$ cat src/hdl/drfr_pkg.sv
// Shared types and constants for the dual-channel frame receiver.
package drfr_pkg;

    localparam int NUM_BUFFERS_DEF = 4;
    localparam int BUF_W           = 2;
    localparam int BYTE_W          = 8;

    localparam logic [BYTE_W-1:0] START_BYTE    = 8'h7E;
    localparam logic [BYTE_W-1:0] SUM_TARGET    = 8'hFF;
    localparam logic [BYTE_W-1:0] MAX_LEN_RESET = 8'd111;

    typedef enum logic [1:0] {
        CMD_BYTE    = 2'd0,
        CMD_RETURN  = 2'd1,
        CMD_RESUME  = 2'd2,
        CMD_SUSPEND = 2'd3
    } t_cmd;

    typedef enum logic [2:0] {
        ERR_NONE      = 3'd0,
        ERR_FRAMING   = 3'd1,
        ERR_OVERRUN   = 3'd2,
        ERR_NO_BUFFER = 3'd3,
        ERR_CHECKSUM  = 3'd4,
        ERR_LEN_HIGH  = 3'd5,
        ERR_LEN_RANGE = 3'd6
    } t_err;

    typedef struct packed {
        t_cmd              cmd;
        logic              channel;
        logic [BYTE_W-1:0] rx_byte;
        logic              overrun_flag;
        logic              framing_flag;
        logic [BUF_W-1:0]  returned_buffer;
    } t_rx_req;

    typedef struct packed {
        logic              write_valid;
        logic [BUF_W-1:0]  write_buffer;
        logic [BYTE_W-1:0] write_offset;
        logic [BYTE_W-1:0] write_data;
        logic              frame_done;
        logic [BYTE_W-1:0] frame_length;
        logic              event_channel;
        t_err              error_code;
        logic              rts_hold_0;
        logic              rts_hold_1;
    } t_rx_res;

    // top -> channel
    typedef struct packed {
        logic              byte_en;
        logic [BYTE_W-1:0] rx_byte;
        logic              overrun;
        logic              framing;
        logic [BYTE_W-1:0] max_len;
        logic              free_avail;
        logic [BUF_W-1:0]  pop_idx;
        logic              grant_en;
        logic [BUF_W-1:0]  grant_idx;
    } t_chan_ctrl;

    // channel -> top
    typedef struct packed {
        logic              write_valid;
        logic [BYTE_W-1:0] write_offset;
        logic [BYTE_W-1:0] write_data;
        logic              frame_done;
        logic [BYTE_W-1:0] frame_length;
        logic [BUF_W-1:0]  buf_idx;
        t_err              error_code;
        logic              pop_req;
        logic              hold_req;
    } t_chan_stat;

endpackage

$ cat src/hdl/drfr_chan.sv
// Per-channel frame parser: phase, length, count, checksum and buffer ownership.
module drfr_chan
    import drfr_pkg::*;
(
    input  logic       i_clk,
    input  logic       i_rst_n,
    input  t_chan_ctrl i_ctrl,
    output t_chan_stat o_stat,
    output logic       o_wait_buf
);

    typedef enum logic [2:0] {
        PH_START  = 3'd0,
        PH_LEN_HI = 3'd1,
        PH_LEN_LO = 3'd2,
        PH_DATA   = 3'd3,
        PH_SUM    = 3'd4,
        PH_SKIP   = 3'd5
    } t_phase;

    t_phase            r_phase, n_phase, ph_eff;
    logic [BYTE_W-1:0] r_left,  n_left;
    logic [BYTE_W-1:0] r_count, n_count;
    logic [BYTE_W-1:0] r_sum,   n_sum;
    logic [BUF_W-1:0]  r_owned, n_owned;
    logic              r_owns,  n_owns;
    logic [BYTE_W-1:0] sum_add, left_dec;
    t_chan_stat        stat;

    assign sum_add  = r_sum + i_ctrl.rx_byte;
    assign left_dec = r_left - 8'd1;
    assign ph_eff   = i_ctrl.framing ? PH_START : r_phase;

    // mid-frame without a buffer: a returned buffer goes here first
    assign o_wait_buf = (r_phase != PH_START) && !r_owns;

    always_comb begin
        n_phase = r_phase;
        n_left  = r_left;
        n_count = r_count;
        n_sum   = r_sum;
        n_owned = r_owned;
        n_owns  = r_owns;
        stat    = '0;
        stat.error_code = ERR_NONE;

        if (i_ctrl.byte_en) begin
            if (i_ctrl.overrun) begin
                stat.error_code = ERR_OVERRUN;
                n_phase = PH_START;
            end else begin
                if (i_ctrl.framing) begin
                    stat.error_code = ERR_FRAMING;
                end
                unique case (ph_eff)
                    PH_LEN_HI: begin
                        if (i_ctrl.rx_byte == '0) begin
                            n_phase = PH_LEN_LO;
                        end else begin
                            stat.error_code = ERR_LEN_HIGH;
                            n_phase = PH_START;
                        end
                    end
                    PH_LEN_LO: begin
                        if (i_ctrl.rx_byte == '0 || i_ctrl.rx_byte > i_ctrl.max_len) begin
                            stat.error_code = ERR_LEN_RANGE;
                            n_phase = PH_START;
                        end else if (!r_owns) begin
                            stat.error_code = ERR_NO_BUFFER;
                            n_left  = i_ctrl.rx_byte;
                            n_phase = PH_SKIP;
                        end else begin
                            n_left  = i_ctrl.rx_byte;
                            n_count = '0;
                            n_sum   = '0;
                            n_phase = PH_DATA;
                        end
                    end
                    PH_DATA: begin
                        stat.write_valid  = 1'b1;
                        stat.buf_idx      = r_owned;
                        stat.write_offset = r_count;
                        stat.write_data   = i_ctrl.rx_byte;
                        n_count = r_count + 8'd1;
                        n_sum   = sum_add;
                        n_left  = left_dec;
                        if (left_dec == '0) begin
                            n_phase = PH_SUM;
                        end
                    end
                    PH_SUM: begin
                        n_sum = sum_add;
                        if (sum_add == SUM_TARGET) begin
                            stat.frame_done   = 1'b1;
                            stat.buf_idx      = r_owned;
                            stat.frame_length = r_count;
                            n_owns = 1'b0;
                        end else begin
                            stat.error_code = ERR_CHECKSUM;
                        end
                        n_phase = PH_START;
                    end
                    PH_SKIP: begin
                        if (r_left == '0) begin
                            n_phase = PH_START;
                        end else begin
                            n_left = left_dec;
                        end
                    end
                    default: begin
                        n_phase = PH_START;
                        if (i_ctrl.rx_byte == START_BYTE) begin
                            n_phase = PH_LEN_HI;
                            if (!r_owns) begin
                                if (i_ctrl.free_avail) begin
                                    stat.pop_req = 1'b1;
                                    n_owned = i_ctrl.pop_idx;
                                    n_owns  = 1'b1;
                                end else begin
                                    stat.hold_req = 1'b1;
                                end
                            end
                        end
                    end
                endcase
            end
        end

        if (i_ctrl.grant_en) begin
            n_owned = i_ctrl.grant_idx;
            n_owns  = 1'b1;
        end
    end

    assign o_stat = stat;

    always_ff @(posedge i_clk) begin
        if (!i_rst_n) begin
            r_phase <= PH_START;
            r_left  <= '0;
            r_count <= '0;
            r_sum   <= '0;
            r_owned <= '0;
            r_owns  <= 1'b0;
        end else begin
            r_phase <= n_phase;
            r_left  <= n_left;
            r_count <= n_count;
            r_sum   <= n_sum;
            r_owned <= n_owned;
            r_owns  <= n_owns;
        end
    end

`ifndef SYNTH
    a_payload_needs_buffer: assert property (@(posedge i_clk) disable iff (!i_rst_n)
        (r_phase == PH_DATA || r_phase == PH_SUM) |-> r_owns)
        else $error("channel in payload or checksum without a buffer");

    a_done_frees_buffer: assert property (@(posedge i_clk) disable iff (!i_rst_n)
        (o_stat.frame_done && !i_ctrl.grant_en) |=> !r_owns)
        else $error("buffer still owned after a finished frame");
`endif

endmodule

$ cat src/hdl/drfr_free_stack.sv
// LIFO of free buffer indexes shared by both channels.
module drfr_free_stack
    import drfr_pkg::*;
#(
    parameter int NUM_BUFFERS = NUM_BUFFERS_DEF
) (
    input  logic             i_clk,
    input  logic             i_rst_n,
    input  logic             i_pop,
    input  logic             i_push,
    input  logic [BUF_W-1:0] i_push_idx,
    output logic             o_avail,
    output logic [BUF_W-1:0] o_top
);

    localparam int CNT_W = $clog2(NUM_BUFFERS + 1);
    localparam int IDX_W = (NUM_BUFFERS > 1) ? $clog2(NUM_BUFFERS) : 1;

    logic [BUF_W-1:0] r_stack [NUM_BUFFERS];
    logic [CNT_W-1:0] r_count;
    logic [CNT_W-1:0] top_pos;
    logic             full;

    assign top_pos = r_count - CNT_W'(1);
    assign full    = (r_count == CNT_W'(NUM_BUFFERS));
    assign o_avail = (r_count != '0);
    assign o_top   = r_stack[top_pos[IDX_W-1:0]];

    always_ff @(posedge i_clk) begin
        if (!i_rst_n) begin
            for (int i = 0; i < NUM_BUFFERS; i++) begin
                r_stack[i] <= BUF_W'(i);
            end
            r_count <= CNT_W'(NUM_BUFFERS);
        end else if (i_pop) begin
            r_count <= top_pos;
        end else if (i_push && !full) begin
            r_stack[r_count[IDX_W-1:0]] <= i_push_idx;
            r_count <= r_count + CNT_W'(1);
        end
    end

`ifndef SYNTH
    a_count_bounded: assert property (@(posedge i_clk) disable iff (!i_rst_n)
        r_count <= CNT_W'(NUM_BUFFERS))
        else $error("free count above pool size");

    a_no_pop_empty: assert property (@(posedge i_clk) disable iff (!i_rst_n)
        i_pop |-> (o_avail && !i_push))
        else $error("pop from empty stack or pop with push");
`endif

endmodule

$ cat src/hdl/dual_channel_frame_receiver_core.sv
// Top level of the dual-channel frame receiver: request stage, channel parsers, result register.
//
// Two-channel receiver for framed UART bytes (0x7E, length high 0, length low
// 1..max_payload_length, payload, checksum making the byte sum 0xFF). Each
// accepted request produces exactly one result: the request is captured in an
// input register, the selected channel parser and the shared free-buffer stack
// update in a single pass, and the outcome is captured in the result register.
// One request per cycle is sustained while the output does not stall; the figure
// is set by the single-pass channel update and the one pop-or-push per cycle of
// the free stack. The result register decouples the two sides: while a result
// waits under stall, the input register still takes one more request and holds
// it until the result register drains, so at most two requests are in flight.
// The free stack and channel state are loaded directly by reset; there is no
// clearing pass. max_payload_length is written through i_cfg_wr_en/i_cfg_wr_data
// and must only change while idle.
module dual_channel_frame_receiver_core
    import drfr_pkg::*;
#(
    parameter int NUM_BUFFERS = NUM_BUFFERS_DEF
) (
    input  logic              i_clk,
    input  logic              i_rst_n,
    // request channel
    input  logic              i_in_valid,
    output logic              o_in_stall,
    input  t_rx_req           i_in_req,
    // result channel
    output logic              o_out_valid,
    input  logic              i_out_stall,
    output t_rx_res           o_out_res,
    // configuration
    input  logic              i_cfg_wr_en,
    input  logic [BYTE_W-1:0] i_cfg_wr_data
);

    // request stage
    logic        r_req_valid;
    t_rx_req     r_req;
    logic        fire;

    // result stage
    logic        r_out_valid;
    t_rx_res     r_out;
    t_rx_res     n_out;

    logic [BYTE_W-1:0] r_max_len;
    logic [1:0]        r_hold, n_hold;

    t_chan_ctrl  ctrl [2];
    t_chan_stat  stat [2];
    t_chan_stat  sel;
    logic [1:0]  wait_buf;

    logic             stk_avail;
    logic [BUF_W-1:0] stk_top;
    logic             stk_pop, stk_push;
    logic             is_byte, is_return, ret_ok;
    logic             grant0, grant1;

    // A request advances when the result register is empty or being drained.
    assign fire       = r_req_valid && (!r_out_valid || !i_out_stall);
    assign o_in_stall = r_req_valid && !fire;

    assign is_byte   = fire && (r_req.cmd == CMD_BYTE);
    assign is_return = fire && (r_req.cmd == CMD_RETURN);
    assign ret_ok    = (32'(r_req.returned_buffer) < NUM_BUFFERS);

    // Returned buffer goes first to channel 0 if it waits mid-frame, then channel 1.
    assign grant0   = is_return && ret_ok && wait_buf[0];
    assign grant1   = is_return && ret_ok && !wait_buf[0] && wait_buf[1];
    assign stk_push = is_return && ret_ok && !wait_buf[0] && !wait_buf[1];
    assign stk_pop  = stat[0].pop_req || stat[1].pop_req;

    always_comb begin
        for (int c = 0; c < 2; c++) begin
            ctrl[c].byte_en    = is_byte && (r_req.channel == 1'(c));
            ctrl[c].rx_byte    = r_req.rx_byte;
            ctrl[c].overrun    = r_req.overrun_flag;
            ctrl[c].framing    = r_req.framing_flag;
            ctrl[c].max_len    = r_max_len;
            ctrl[c].free_avail = stk_avail;
            ctrl[c].pop_idx    = stk_top;
            ctrl[c].grant_idx  = r_req.returned_buffer;
        end
        ctrl[0].grant_en = grant0;
        ctrl[1].grant_en = grant1;
    end

    drfr_chan u_chan0 (
        .i_clk      (i_clk),
        .i_rst_n    (i_rst_n),
        .i_ctrl     (ctrl[0]),
        .o_stat     (stat[0]),
        .o_wait_buf (wait_buf[0])
    );

    drfr_chan u_chan1 (
        .i_clk      (i_clk),
        .i_rst_n    (i_rst_n),
        .i_ctrl     (ctrl[1]),
        .o_stat     (stat[1]),
        .o_wait_buf (wait_buf[1])
    );

    drfr_free_stack #(
        .NUM_BUFFERS (NUM_BUFFERS)
    ) u_free_stack (
        .i_clk      (i_clk),
        .i_rst_n    (i_rst_n),
        .i_pop      (stk_pop),
        .i_push     (stk_push),
        .i_push_idx (r_req.returned_buffer),
        .o_avail    (stk_avail),
        .o_top      (stk_top)
    );

    // RTS hold-off lines, bit 0 for channel 0.
    always_comb begin
        n_hold = r_hold;
        if (fire) begin
            unique case (r_req.cmd)
                CMD_BYTE: begin
                    n_hold = r_hold | {stat[1].hold_req, stat[0].hold_req};
                end
                CMD_RETURN: begin
                    if (grant0) begin
                        n_hold = r_hold & 2'b10;
                    end else if (grant1) begin
                        n_hold = r_hold & 2'b01;
                    end else if (ret_ok) begin
                        n_hold = 2'b00;
                    end
                end
                CMD_RESUME: begin
                    if (stk_avail) begin
                        n_hold = 2'b00;
                    end
                end
                CMD_SUSPEND: begin
                    n_hold = 2'b11;
                end
            endcase
        end
    end

    assign sel = r_req.channel ? stat[1] : stat[0];

    always_comb begin
        n_out = '0;
        n_out.error_code = ERR_NONE;
        if (r_req.cmd == CMD_BYTE) begin
            n_out.write_valid   = sel.write_valid;
            n_out.write_buffer  = sel.buf_idx;
            n_out.write_offset  = sel.write_offset;
            n_out.write_data    = sel.write_data;
            n_out.frame_done    = sel.frame_done;
            n_out.frame_length  = sel.frame_length;
            n_out.event_channel = r_req.channel;
            n_out.error_code    = sel.error_code;
        end
        n_out.rts_hold_0 = n_hold[0];
        n_out.rts_hold_1 = n_hold[1];
    end

    always_ff @(posedge i_clk) begin
        if (!i_rst_n) begin
            r_req_valid <= 1'b0;
            r_out_valid <= 1'b0;
            r_hold      <= 2'b11;
            r_max_len   <= MAX_LEN_RESET;
        end else begin
            if (!o_in_stall) begin
                r_req_valid <= i_in_valid;
            end
            if (fire) begin
                r_out_valid <= 1'b1;
            end else if (!i_out_stall) begin
                r_out_valid <= 1'b0;
            end
            r_hold <= n_hold;
            if (i_cfg_wr_en) begin
                r_max_len <= i_cfg_wr_data;
            end
        end
    end

    // payload registers
    always_ff @(posedge i_clk) begin
        if (i_in_valid && !o_in_stall) begin
            r_req <= i_in_req;
        end
        if (fire) begin
            r_out <= n_out;
        end
    end

    assign o_out_valid = r_out_valid;
    assign o_out_res   = r_out;

`ifndef SYNTH
    a_single_pop: assert property (@(posedge i_clk) disable iff (!i_rst_n)
        !(stat[0].pop_req && stat[1].pop_req))
        else $error("both channels popped a buffer in one cycle");

    a_stalled_request_kept: assert property (@(posedge i_clk) disable iff (!i_rst_n)
        (r_req_valid && !fire) |=> r_req_valid)
        else $error("request dropped from input register");
`endif

endmodule
$ cat config.mk
export PLATFORM = sky130hd
export DESIGN_NAME = dual_channel_frame_receiver_core
export DESIGN_NICKNAME = d
export VERILOG_FILES = /design/src/hdl/drfr_pkg.sv /design/src/hdl/drfr_chan.sv /design/src/hdl/drfr_free_stack.sv /design/src/hdl/dual_channel_frame_receiver_core.sv
export SDC_FILE = /design/constraint.sdc
export NUM_CORES = 1
export LEC_CHECK = 0
export BUFFER_PORTS_ARGS = -buffer_cell sky130_fd_sc_hd__buf_2
export CAP_MARGIN = 0
export CORE_MARGIN = 3
export CORE_UTILIZATION = 35
export DETAILED_ROUTE_END_ITERATION = 10
export PLACE_DENSITY = 0.55
export SYNTH_ARGS = -nofsm -noshare
export SYNTH_HDL_FRONTEND = slang
export SYNTH_SLANG_ARGS = --single-unit
$ cat constraint.sdc
create_clock -name i_clk -period 3.8 [get_ports i_clk]
set_input_delay 0.57 -clock i_clk [delete_from_list [all_inputs] [get_ports i_clk]]
set_output_delay 0.57 -clock i_clk [all_outputs]
set_load 0.05 [all_outputs]
# --- Yosys cells after proc, flatten, opt, wreduce, memory -nomap -nowiden ---
# Memories as Yosys holds them, arrays and structs flattened.
# Index checks and enable logic that the tools add are counted.
totals:
  regBits: 124
  n_memories: 1
  in_bits: 28
  word_cells: 261
  out_inout_bits: 36
  ramBits: 8
memory_table:
  columns: ["name", "words", "width", "read_ports", "rd_clocked_by_memory_dff", "wr", "line", "text"]
  rows:
  - ["u_free_stack.r_stack", 4, 2, 1, 0, 4, "drfr_free_stack.sv:19", "logic [BUF_W-1:0] r_stack [NUM_BUFFERS];"]
op_classes:
  n_addsub: 8
  n_reduce_logical: 69
  bitwise: 3
  eq_ne: 38
  mux: 108
  order_cmp: 1
op_table:
  columns: ["cell", "count"]
  rows:
  - ["$mux 33", 3]
  - ["$mux 3", 22]
  - ["$pmux 8 s2", 4]
  - ["$mux 2", 28]
  - ["$mux 28", 2]
  - ["$mux 8", 7]
  - ["$pmux 8 s3", 2]
  - ["$logic_not 8->1", 5]
  - ["$reduce_and 5->1", 8]
  - ["$mux 17", 2]
  - ["$pmux 3 s5", 2]
  - ["$mux 1", 25]
  - ["$mux 11", 2]
  - ["$reduce_bool 2->1", 11]
  - ["$reduce_bool 3->1", 7]
  - ["$mux 9", 2]
  - ["$ne 2x1->1 const B", 9]
  - ["$ne 3x2->1 const B", 6]
  - ["$pmux 3 s3", 2]
  - ["$add 8x1->8 const B", 2]
  - ["$add 8x8->8", 2]
  - ["$eq 8x8->1 const B", 2]
  - ["$sub 8x1->8 const B", 2]
  - ["$eq 3x3->1 const B", 5]
  - ["23 further kinds", 65]

# --- Depth between registers and ports, before layout ---
# Gate-level depths: netlist of the first run.
depth:
  word_depth: 13
  ltp_mapped: 10
  mapped_depth_nobuf: 9

# --- Modules after synthesis ---
# A second synthesis of the first run with hierarchy kept.
unflattened:
  cells_unflattened: 869
  area_unflattened_um2: 8249.2
modules_own_cells:
  columns: ["mod", "cells_per_inst", "seq_area_each_um2", "instances", "area_per_inst_um2"]
  rows:
  - ["drfr_chan (u_chan1)", 341, 600.6, 1, 2646.3]
  - ["drfr_chan (u_chan0)", 325, 600.6, 1, 2551.2]
  - ["dual_channel_frame_receiver_core", 148, 1711.6, 1, 2419.8]
  - ["drfr_free_stack", 55, 300.3, 1, 631.9]

# --- Worst setup path before layout of the first run ---
# Ideal clock, no wire load.
synth_timing:
  path_kind: "register to register"
  startpoint: "register r_out_valid (netlist: o_out_valid)"
  endpoint: "register r_out (netlist bit o_out_res[16]), data pin"
  required_time_ns: 3.545
  slack_ns: 0.498
  setup_ns: 0.255
  arrival_ns: 3.047
  path_stages_with_launch: 9
  path_buffers: 1
  synth_period_minus_slack_ns: 3.302
  path_cell_list: "dfxtp_1 nand2_1 nand2_1 clkinv_1 nand4_1 nor3_2 or2_2 clkbuf_1 and2_1"
synth_via:
  elab_chain_cells: 7
  elab_cells_between_ends: 9
  cone_classes: "mux: 3; reduce/logical: 6"
synth_rtl:
  columns: ["element", "line", "text"]
  rows:
  - ["from (decl)", "dual_channel_frame_receiver_core.sv:42", "logic r_out_valid;"]
  - ["from (signal assigned)", "dual_channel_frame_receiver_core.sv:168", "r_out_valid <= 1'b0;"]
  - ["from (signal assigned)", "dual_channel_frame_receiver_core.sv:176", "r_out_valid <= 1'b1;"]
  - ["from (signal assigned)", "dual_channel_frame_receiver_core.sv:178", "r_out_valid <= 1'b0;"]
  - ["$logic_not 1->1 (*)", "dual_channel_frame_receiver_core.sv:61", "assign fire = r_req_valid && (!r_out_valid || !i_out_stall);"]
  - ["$logic_or 1x1->1 (*)", "dual_channel_frame_receiver_core.sv:61", null]
  - ["$logic_and 1x1->1 (*)", "dual_channel_frame_receiver_core.sv:61", null]
  - ["named net fire", "dual_channel_frame_receiver_core.sv:39", "logic fire;"]
  - ["$logic_and 1x1->1 (*)", "dual_channel_frame_receiver_core.sv:64", "assign is_byte = fire && (r_req.cmd == CMD_BYTE);"]
  - ["$logic_and 1x1->1", "dual_channel_frame_receiver_core.sv:76", "ctrl[c].byte_en = is_byte && (r_req.channel == 1'(c));"]
  - ["$mux 33", "drfr_chan.sv:47", "if (i_ctrl.byte_en) begin"]
  - ["$mux 33 (*)", "dual_channel_frame_receiver_core.sv:146", "assign sel = r_req.channel ? stat[1] : stat[0];"]
  - ["to (signal assigned)", "dual_channel_frame_receiver_core.sv:193", "r_out <= n_out;"]
  - ["to (decl)", "dual_channel_frame_receiver_core.sv:43", "t_rx_res r_out;"]
# Mark *: on every way through the listed nets, which the timed path passes. The rest lies on a longest branch.
# A chain may end at the register's enable or synchronous reset.

# --- Worst setup path in the final report of the first run ---
layout_timing:
  startpoint: "register r_req (netlist bit ctrl[16])"
  endpoint: "register r_out (netlist bit o_out_res[31]), data pin"
layout_via:
  elab_chain_cells: 7
  elab_cells_between_ends: 13
  cone_classes: "add/sub: 2; eq/ne: 2; mux: 9"
layout_rtl:
  columns: ["element", "line", "text"]
  rows:
  - ["from (decl)", "dual_channel_frame_receiver_core.sv:38", "t_rx_req r_req;"]
  - ["from (signal assigned)", "dual_channel_frame_receiver_core.sv:190", "r_req <= i_in_req;"]
  - ["$add 8x8->8", "drfr_chan.sv:30", "assign sum_add = r_sum + i_ctrl.rx_byte;"]
  - ["$eq 8x8->1", "drfr_chan.sv:93", "if (sum_add == SUM_TARGET) begin"]
  - ["$mux 11", "drfr_chan.sv:93", null]
  - ["$pmux 2 s2", "drfr_chan.sv:55", "unique case (ph_eff)"]
  - ["$mux 28", "drfr_chan.sv:48", "if (i_ctrl.overrun) begin"]
  - ["$mux 33", "drfr_chan.sv:47", null]
  - ["$mux 33 (*)", "dual_channel_frame_receiver_core.sv:146", null]
# Every way passes the cells marked *; elsewhere a longest branch is shown, timed or not.

==> results of run 1 <==
==> worst paths after layout <==
path	startpoint	endpoint	slack, ps	cells after the start
max	ctrl[16]	o_out_res[31]	700	10
min	i_in_req[10]	ctrl[22]	320	1
max reg2reg	ctrl[16]	o_out_res[31]	700	10
min reg2reg	u_chan1.r_left[7]	u_chan1.r_left[7]	480	2
==> cells by family after synthesis <==
group	count (synthesis)	synth area share (%)
DFF	132	43.8
AOI/OAI and AO/OA	221	20.8
adders and majority gates	35	6.18
xor gates and xnor gates	31	3.70
buffers and inverters	64	3.48
and+or+nand+nor	277	19.7
muxes	14	2.27
==> placed cells by master (no fill, tap or decap), types with 19 or more instances in the layout <==
cell type and count:
nand2_1 50, nor3_1 19, nand3_1 21, buf_2 63, o21ai_0 28, dfxtp_1 75
edfxtp_1 57, inv_1 27, o211ai_1 20, nor2_1 80, a21oi_1 53, ha_1 33
buf_4 22
==> worst max-delay path, delay by kind of cell, from the launching register on <==
kind | cells | cell delay [ps]
fa+ha+maj | 2 | 710
flops | 1 | 480
buf+inv | 1 | 230
compound gates | 4 | 930
simple gates | 3 | 630
==> metal layers <==
layer	share of wire [%]	global-route usage, %	routed length [um]
met1	45	22.5	8530
met2	49	30.1	9430
met3	4.7	3.85	893
met4	1.1	3.90	218
met5	0	0	0
==> where the power goes <==
part	switching [mW]	leakage, nW	internal, mW
clock network	0.683	0.289	0.984
logic	0.178	1.84	0.0738
registers	0.0212	1.13	1.51
total	0.882	3.26	2.57
==> stage by stage <==
| stage | utilization [%] | instances | setup WS [ps] | hold WS, ps |
|---|---|---|---|---|
| detailed placement | 39.2 | 1093 | 703 | 473 |
| global placement | 39.2 | 1093 | 755 | 470 |
| global route | 42.1 | 1125 | 479 | 303 |
| floorplan | - | 774 | 498 | 448 |
| CTS | 42.1 | 1125 | 692 | 306 |
| finish | 42.1 | 1125 | 699 | 324 |
==> area by class of cell <==
type	instances	area, sq um
clock inverter	15	169
inverter	28	105
timing repair buffer	85	480
multi-input combinational	578	3870
tap	270	338
sequential	132	3210
fill	2042	11800
clock buffer	17	425
==> flow_metrics.tcl, run 1 <==
set metrics [dict create \
    status "completed" \
    fin_skew_ps 10.5 \
    core-area_sq_um 20400 \
    worst_path_max_delay_cell "edfxtp_1" \
    clockRootBuffer "clkbuf_16" \
    start_util_pct 35.9 \
    hp-class "input port to flip-flop" \
    dp_hpwl_um 13600 \
    worstMarginPinSlew_ps 696 \
    dr.pass1.iters 5 \
    cts_buffer_depth 2 \
    finalCritPeriodShare_pct 81.6 \
    max_stage_delay_ps 480 \
    clkTransAtPathRegs_ps 60 \
    ys_seq_area_share_pct 43.8 \
    io_buffer_count 63 \
    final_layout_size_suffix_gt1_share_pct 17.0 \
    cts_tree "done" \
    cp_max_fo 11 \
    synthTopCellsByArea "edfxtp_1, dfxtp_1, ha_1" \
    synth_fp_nets 837 \
    hold_buffers 0 \
    netlist_instances 774 \
    wl_per_cell_um 17.0 \
    htree_levels 4 \
    synth_area_leader_cell "edfxtp_1" \
    final_area_sq_um 8600 \
    gp_congestion 0.861 \
    syn_area_sq_um 7330 \
    ys.warnings.count 0 \
    hold_violations 0 \
    ctsResizeCount 0 \
    ys_types 74 \
    syn_area_per_cell_sq_um 9.47 \
    netlist_top_cells_count "nor2_1, dfxtp_1, edfxtp_1" \
    synth_top_cell_area_share_pct 23.3 \
    cts_setup_buffers 0 \
    start_kind "flip-flop" \
    clock_latency_ps 420 \
    drt-total-wl_um 19100 \
    slew_headroom_pct 53.6 \
    fmax_mhz 322 \
    powerDensity_nw_per_um2 402 \
    synth_seq_cells 132 \
    slew_viol_final 0 \
    grt_pass1_wl_um 31400 \
    num_io_pins 64 \
    antenna_found_initial 0 \
    num_rows 52 \
    synth_edf_count 57 \
    setup_violations 0 \
    vdd_drop_max_uv 287 \
    crit_chain "ha_1 -> fa_1 -> a211o_1 -> a2111o_1 -> o311ai_0 -> nand2_1 -> nor4_2 -> buf_4 -> or2_2 -> a22o_1" \
    drt_iter0_markers 358 \
    die_width_um 151 \
    drc 0 \
    tns_ps 0 \
    ant_nets 0 \
    vias_per_cell 5.39 \
    ys.flop_type "dfxtp_1" \
    grt_setup_unrepaired "no" \
    p_leak_nw 3.26 \
    drv_cap 0 \
    required_ps 4090 \
    ys_async_sr_fraction_pct 0 \
    critPathKind "flip-flop to flip-flop" \
    vias 6068 \
    cp.arrival_ps 3390 \
    grt_start_max_net_pins 43 \
    place_area_sq_um 8010 \
    period_needed_ps 3100 \
    grt_pass1_vias 6051 \
    grt_overflow 0 \
    n_antenna_cell 0 \
    syn2layout_area_growth_pct 17.3 \
    power_mw 3.45 \
    yosysMostFrequentCell "nor2_1" \
    critPathCaptureType "flip-flop" \
    grt_usage_pct 17.5 \
    dieArea_sq_um 22700 \
    largest_reg_flops 34 \
    dieHeight_um 151 \
    numCtsBuffers 17 \
    cts.sinks 132 \
    fin_nets 905 \
]
Power figures use the tool's default switching activity.
==> run 2: changes to the inputs <==
--- a/config.mk
+++ b/config.mk
@@ -10,7 +10,7 @@
 export CORE_MARGIN = 3
 export CORE_UTILIZATION = 35
 export DETAILED_ROUTE_END_ITERATION = 10
-export PLACE_DENSITY = 0.55
+export PLACE_DENSITY = 0.56
 export SYNTH_ARGS = -nofsm -noshare
 export SYNTH_HDL_FRONTEND = slang
 export SYNTH_SLANG_ARGS = --single-unit
==> constraint.sdc (replaced) <==
create_clock -name i_clk -period 2.6 [get_ports i_clk]
set_input_delay 0.39 -clock i_clk [delete_from_list [all_inputs] [get_ports i_clk]]
set_output_delay 0.39 -clock i_clk [all_outputs]
set_load 0.05 [all_outputs]
==> run 2 against run 1 <==
The run now ends with negative setup slack left; count of clock-buffer cells in the layout rose by 1; via count rose by 5.9%; register-to-register slack got worse by 850 ps; critical path type unchanged; largest cell class unchanged.
==> flow_metrics.tcl, run 2 (same netlist as run 1, synthesis figures left out) <==
set metrics [dict create \
    layout_commonest_cell "buf_4" \
    num_rows 52 \
    cpLargestDelayFamily "compound AO/OA/AOI/OAI gates" \
    syn2layout_area_growth_pct 29.2 \
    htree_levels 4 \
    fin_nets 974 \
    drt_iter0_markers 483 \
    grt_start_max_net_pins 38 \
    critPathCaptureType "flip-flop" \
    status "complete, but fails checks" \
    dieArea_sq_um 22700 \
    hp-class "input port to flip-flop" \
    grt_pass1_vias 5964 \
    core-area_sq_um 20400 \
    hold_buffers 0 \
    grt_overflow 0 \
    n_antenna_cell 0 \
    fin_skew_ps 6.29 \
    start_util_pct 35.9 \
    worstMarginPinSlew_ps 627 \
    final_cell_mix "buf_4, nor2_1, dfxtp_1, buf_2, edfxtp_1" \
    dieHeight_um 151 \
    endpoint "o_out_res[32]" \
    vdd_drop_max_uv 429 \
    critPathKind "flip-flop to flip-flop" \
    hold_violations 0 \
    crit_chain "buf_4 -> ha_2 -> fa_2 -> a211oi_2 -> o21bai_1 -> a21oi_1 -> xor2_1 -> nor4_4 -> or2_2 -> a22o_1" \
    fmax_mhz 363 \
    cp_max_fo 3 \
    fin_ws_ps -156 \
    worst_path_max_delay_cell "edfxtp_1" \
    dp_hpwl_um 14800 \
    p_leak_nw 3.69 \
    clkTransAtPathRegs_ps 60 \
    antenna_found_initial 0 \
    required_ps 2770 \
    num_io_pins 64 \
    wl_per_cell_um 17.1 \
    max_stage_delay_ps 410 \
    clockRootBuffer "clkbuf_16" \
    critPathBufInv 1 \
    slew_viol_final 0 \
    die_width_um 151 \
    timing.rr.end "o_out_res[32]" \
    tns_ps -2050 \
    drt-total-wl_um 20400 \
    finalCritPeriodShare_pct 106 \
    post-place-ws_ps -246 \
    setup_violations 21 \
    drc 0 \
    ant_nets 0 \
    powerDensity_nw_per_um2 515 \
    drv_cap 0 \
    fill_cells 2001 \
    numCtsBuffers 17 \
    start_kind "flip-flop" \
    io_buffer_count 63 \
    slew_headroom_pct 58.1 \
    period_needed_ps 2760 \
    cts.sinks 132 \
    startpoint "ctrl[16]" \
    gp_congestion 0.933 \
    cts_tree "done" \
    rrSetupSlack_ps -160 \
    cp.arrival_ps 2930 \
    clock_latency_ps 420 \
    grt_usage_pct 18.0 \
    crit_cells 10 \
    failed_checks "negative setup slack" \
    vias 6427 \
    grt_setup_unrepaired "yes" \
    vias_per_cell 5.38 \
    largest_reg_flops 34 \
    cts_buffer_depth 2 \
    reg2reg_depth 10 \
    final_layout_size_suffix_gt1_share_pct 28.2 \
    grt_pass1_wl_um 31900 \
    reg2reg_from "ctrl[16]" \
    dr.pass1.iters 5 \
]
## run 2: changes by cell type in the layout (fill, tap and decap cells not counted), sizes merged
cell,before,now
buf,85,154
clkinv,5,7
bufinv,2,0
clkbuf,17,18
clkinvlp,2,4
inv,34,31
## run 2: metal layers
layer	global-route usage, %	up-vias	routed length, um
met5	0	-	0
met4	6.35	0	375
met3	3.22	29	934
met2	29.2	169	9810
met1	24.0	3061	9320
li1	-	3168	-
## run 2: worst min-delay path by stage
stage                                 start                end  cells after the start
after floorplan                r_max_len[0]       r_max_len[0]                      2
after global placement    u_chan1.r_left[7]  u_chan1.r_left[7]                      2
after detailed placement        r_req_valid        o_out_valid                      2
after CTS                       i_in_req[6]           ctrl[18]                      1
after global routing            i_in_req[6]           ctrl[18]                      1
final                           i_in_req[6]           ctrl[18]                      1
## run 2: layout make-up
cell class	instances	area, sq um	share of cell area [%]
multi-input cells	578	4210	44.4
flip-flops and latches	132	3210	33.9
repair buffers	154	1070	11.3
clock buffers	18	429	4.53
well taps	270	338	3.57
inverters	28	110	1.16
clock inverters	14	103	1.08
## run 2: where the power goes
part	leakage [nW]	internal (mW)	total, mW	switching (mW)
clock	0.253	1.22	2.18	0.958
combinational	2.30	0.162	0.457	0.295
sequential	1.13	2.21	2.24	0.0283
## run 2: stage by stage
stage	total power, mW	cell area (sq um)	instances	utilization [%]	hold WS, ps
6_report	4.88	9470	1194	46.3	139
3_3_place_gp	2.69	8380	1137	41.0	474
3_5_place_dp	2.69	8380	1137	41.0	477
2_1_floorplan	2.53	7360	774	-	448
4_1_cts	4.87	8980	1172	43.9	125
5_1_grt	5.05	9470	1194	46.3	129
## run 2: what timing repair did
item	4_1_cts	5_1_grt
gates cloned	0	3
pin swaps	5	39
endpoints found under the setup margin	21	61
gates resized for setup	8	71
setup buffers	3	21
==> run 3: changes to the inputs <==
--- a/config.mk
+++ b/config.mk
@@ -11,6 +11,7 @@
 export CORE_UTILIZATION = 35
 export DETAILED_ROUTE_END_ITERATION = 10
 export PLACE_DENSITY = 0.56
+export RECOVER_POWER = 100
 export SYNTH_ARGS = -nofsm -noshare
 export SYNTH_HDL_FRONTEND = slang
 export SYNTH_SLANG_ARGS = --single-unit
==> run 3 against run 2 <==
The run ends with max-capacitance violations, max-slew violations, negative setup slack left; critical path depth grew 2; critical path type unchanged; clock power is essentially flat; combinational power shrank 3%; worst hold slack better by 0.81 ps; maximum frequency shrank 0.51%; final cell count did not move; design area decreased by 1.2%; routed wire length is 0.40% higher.
==> flow_metrics.tcl, run 3 (same netlist as run 1, synthesis figures left out) <==
set metrics [dict create \
    layout_commonest_cell "nor2_1" \
    numCtsBuffers 17 \
    num_rows 52 \
    dieArea_sq_um 22700 \
    clock_latency_ps 430 \
    setup_violations 47 \
    fin_skew_ps 7.54 \
    grt_setup_unrepaired "yes" \
    hold_violations 0 \
    dr.pass1.iters 5 \
    drt-total-wl_um 20500 \
    period_needed_ps 2770 \
    dieHeight_um 151 \
    final_area_sq_um 9360 \
    vias 6463 \
    ant_nets 0 \
    start_kind "flip-flop" \
    slew_headroom_pct -15.0 \
    n_antenna_cell 0 \
    htree_levels 4 \
    fin_nets 974 \
    cts_tree "done" \
    critPathKind "flip-flop to flip-flop" \
    cp.arrival_ps 3090 \
    grt_pass1_vias 5964 \
    core-area_sq_um 20400 \
    syn2layout_area_growth_pct 27.6 \
    slew_viol_final 38 \
    grt_usage_pct 18.0 \
    drt_iter0_markers 449 \
    clockRootBuffer "clkbuf_16" \
    final_layout_size_suffix_gt1_share_pct 22.7 \
    vdd_drop_max_uv 428 \
    hp-class "input port to flip-flop" \
    fmax_mhz 361 \
    cp_max_fo 8 \
    grt_start_max_net_pins 38 \
    fin_ws_ps -170 \
    wl_per_cell_um 17.2 \
    drv_cap 1 \
    grt_overflow 0 \
    largest_reg_flops 34 \
    cts_buffer_depth 2 \
    drc 0 \
    die_width_um 151 \
    antenna_found_initial 0 \
    place_area_sq_um 8380 \
    gp_congestion 0.933 \
    worstMarginPinSlew_ps 1730 \
    num_io_pins 64 \
    vias_per_cell 5.41 \
    p_leak_nw 3.53 \
    finalCritPeriodShare_pct 107 \
    post-place-ws_ps -246 \
    cts.sinks 132 \
    powerDensity_nw_per_um2 520 \
    dp_hpwl_um 14800 \
    critPathCaptureType "flip-flop" \
    start_util_pct 35.9 \
    io_buffer_count 63 \
    failed_checks "max-capacitance violations, max-slew violations, negative setup slack" \
    clkTransAtPathRegs_ps 60 \
    status "complete, but fails checks" \
    grt_pass1_wl_um 31900 \
    final_cell_mix "nor2_1, dfxtp_1, buf_4, edfxtp_1" \
    required_ps 2920 \
]
## run 3: changes by cell type in the layout (fill, tap and decap cells not counted), moves of 2 or more
cell,delta
and2_0,+8
and2_1,-8
buf_2,-40
buf_4,-9
clkbuf_1,+47
clkbuf_2,+2
## run 3: area by class of cell
type,instances,area (sq um)
tap,270,338
sequential,132,3210
clock inverter,14,103
timing repair buffer,154,980
clock buffer,18,429
fill,2025,11100
multi-input combinational,578,4190
inverter,28,106
## run 3: power by group
part | leakage [nW] | switching [mW] | internal (mW)
logic | 2.14 | 0.294 | 0.148
registers | 1.13 | 0.0291 | 2.21
clock network | 0.253 | 0.958 | 1.22
## run 3: per-stage QoR
step	cells	hold slack (ps)	setup TNS, ps	utilization, %	power, mW
CTS	1172	125	-2120	43.9	4.87
floorplan	774	448	-493	-	2.53
global placement	1137	474	-1390	41.0	2.69
detailed placement	1137	477	-3010	41.0	2.69
finish	1194	140	-3130	45.8	4.87
global route	1194	129	-10460	45.8	5.04
## run 3: timing repair
action	in CTS	in global routing
endpoints found under the setup margin	21	61
hold buffers	0	0
cloned	0	3
pin swaps	5	39
gates resized for setup	8	71
buffers inserted	3	21
## run 3: final timing paths
| path | start | endpoint | slack (ps) | depth (start not counted) |
|---|---|---|---|---|
| setup / recovery | ctrl[17] | u_chan1.r_count[4] | -170 | 12 |
| hold / removal | i_in_req[6] | ctrl[18] | 140 | 1 |
| setup reg to reg | ctrl[17] | u_chan1.r_count[4] | -170 | 12 |
| hold reg to reg | u_chan1.r_left[7] | u_chan1.r_left[7] | 500 | 2 |
## run 3: layer usage
layer / global-route usage (%) / share of wire, % / vias up
li1: - / - / 3171
met1: 24.0 / 46 / 3088
met2: 29.2 / 48 / 182
met3: 3.22 / 4.4 / 22
met4: 6.35 / 1.6 / 0
met5: 0 / 0 / -
## run 3: critical path, stage by stage, from the launching register on
cell	delay [ps]
edfxtp_1	490
clkbuf_4	190
buf_6	120
ha_4	200
nor2b_1	120
o211ai_1	190
a211oi_2	120
clkbuf_1	110
clkbuf_2	180
o31a_4	470
nor4b_4	280
xnor2_1	150
nor2_1	50
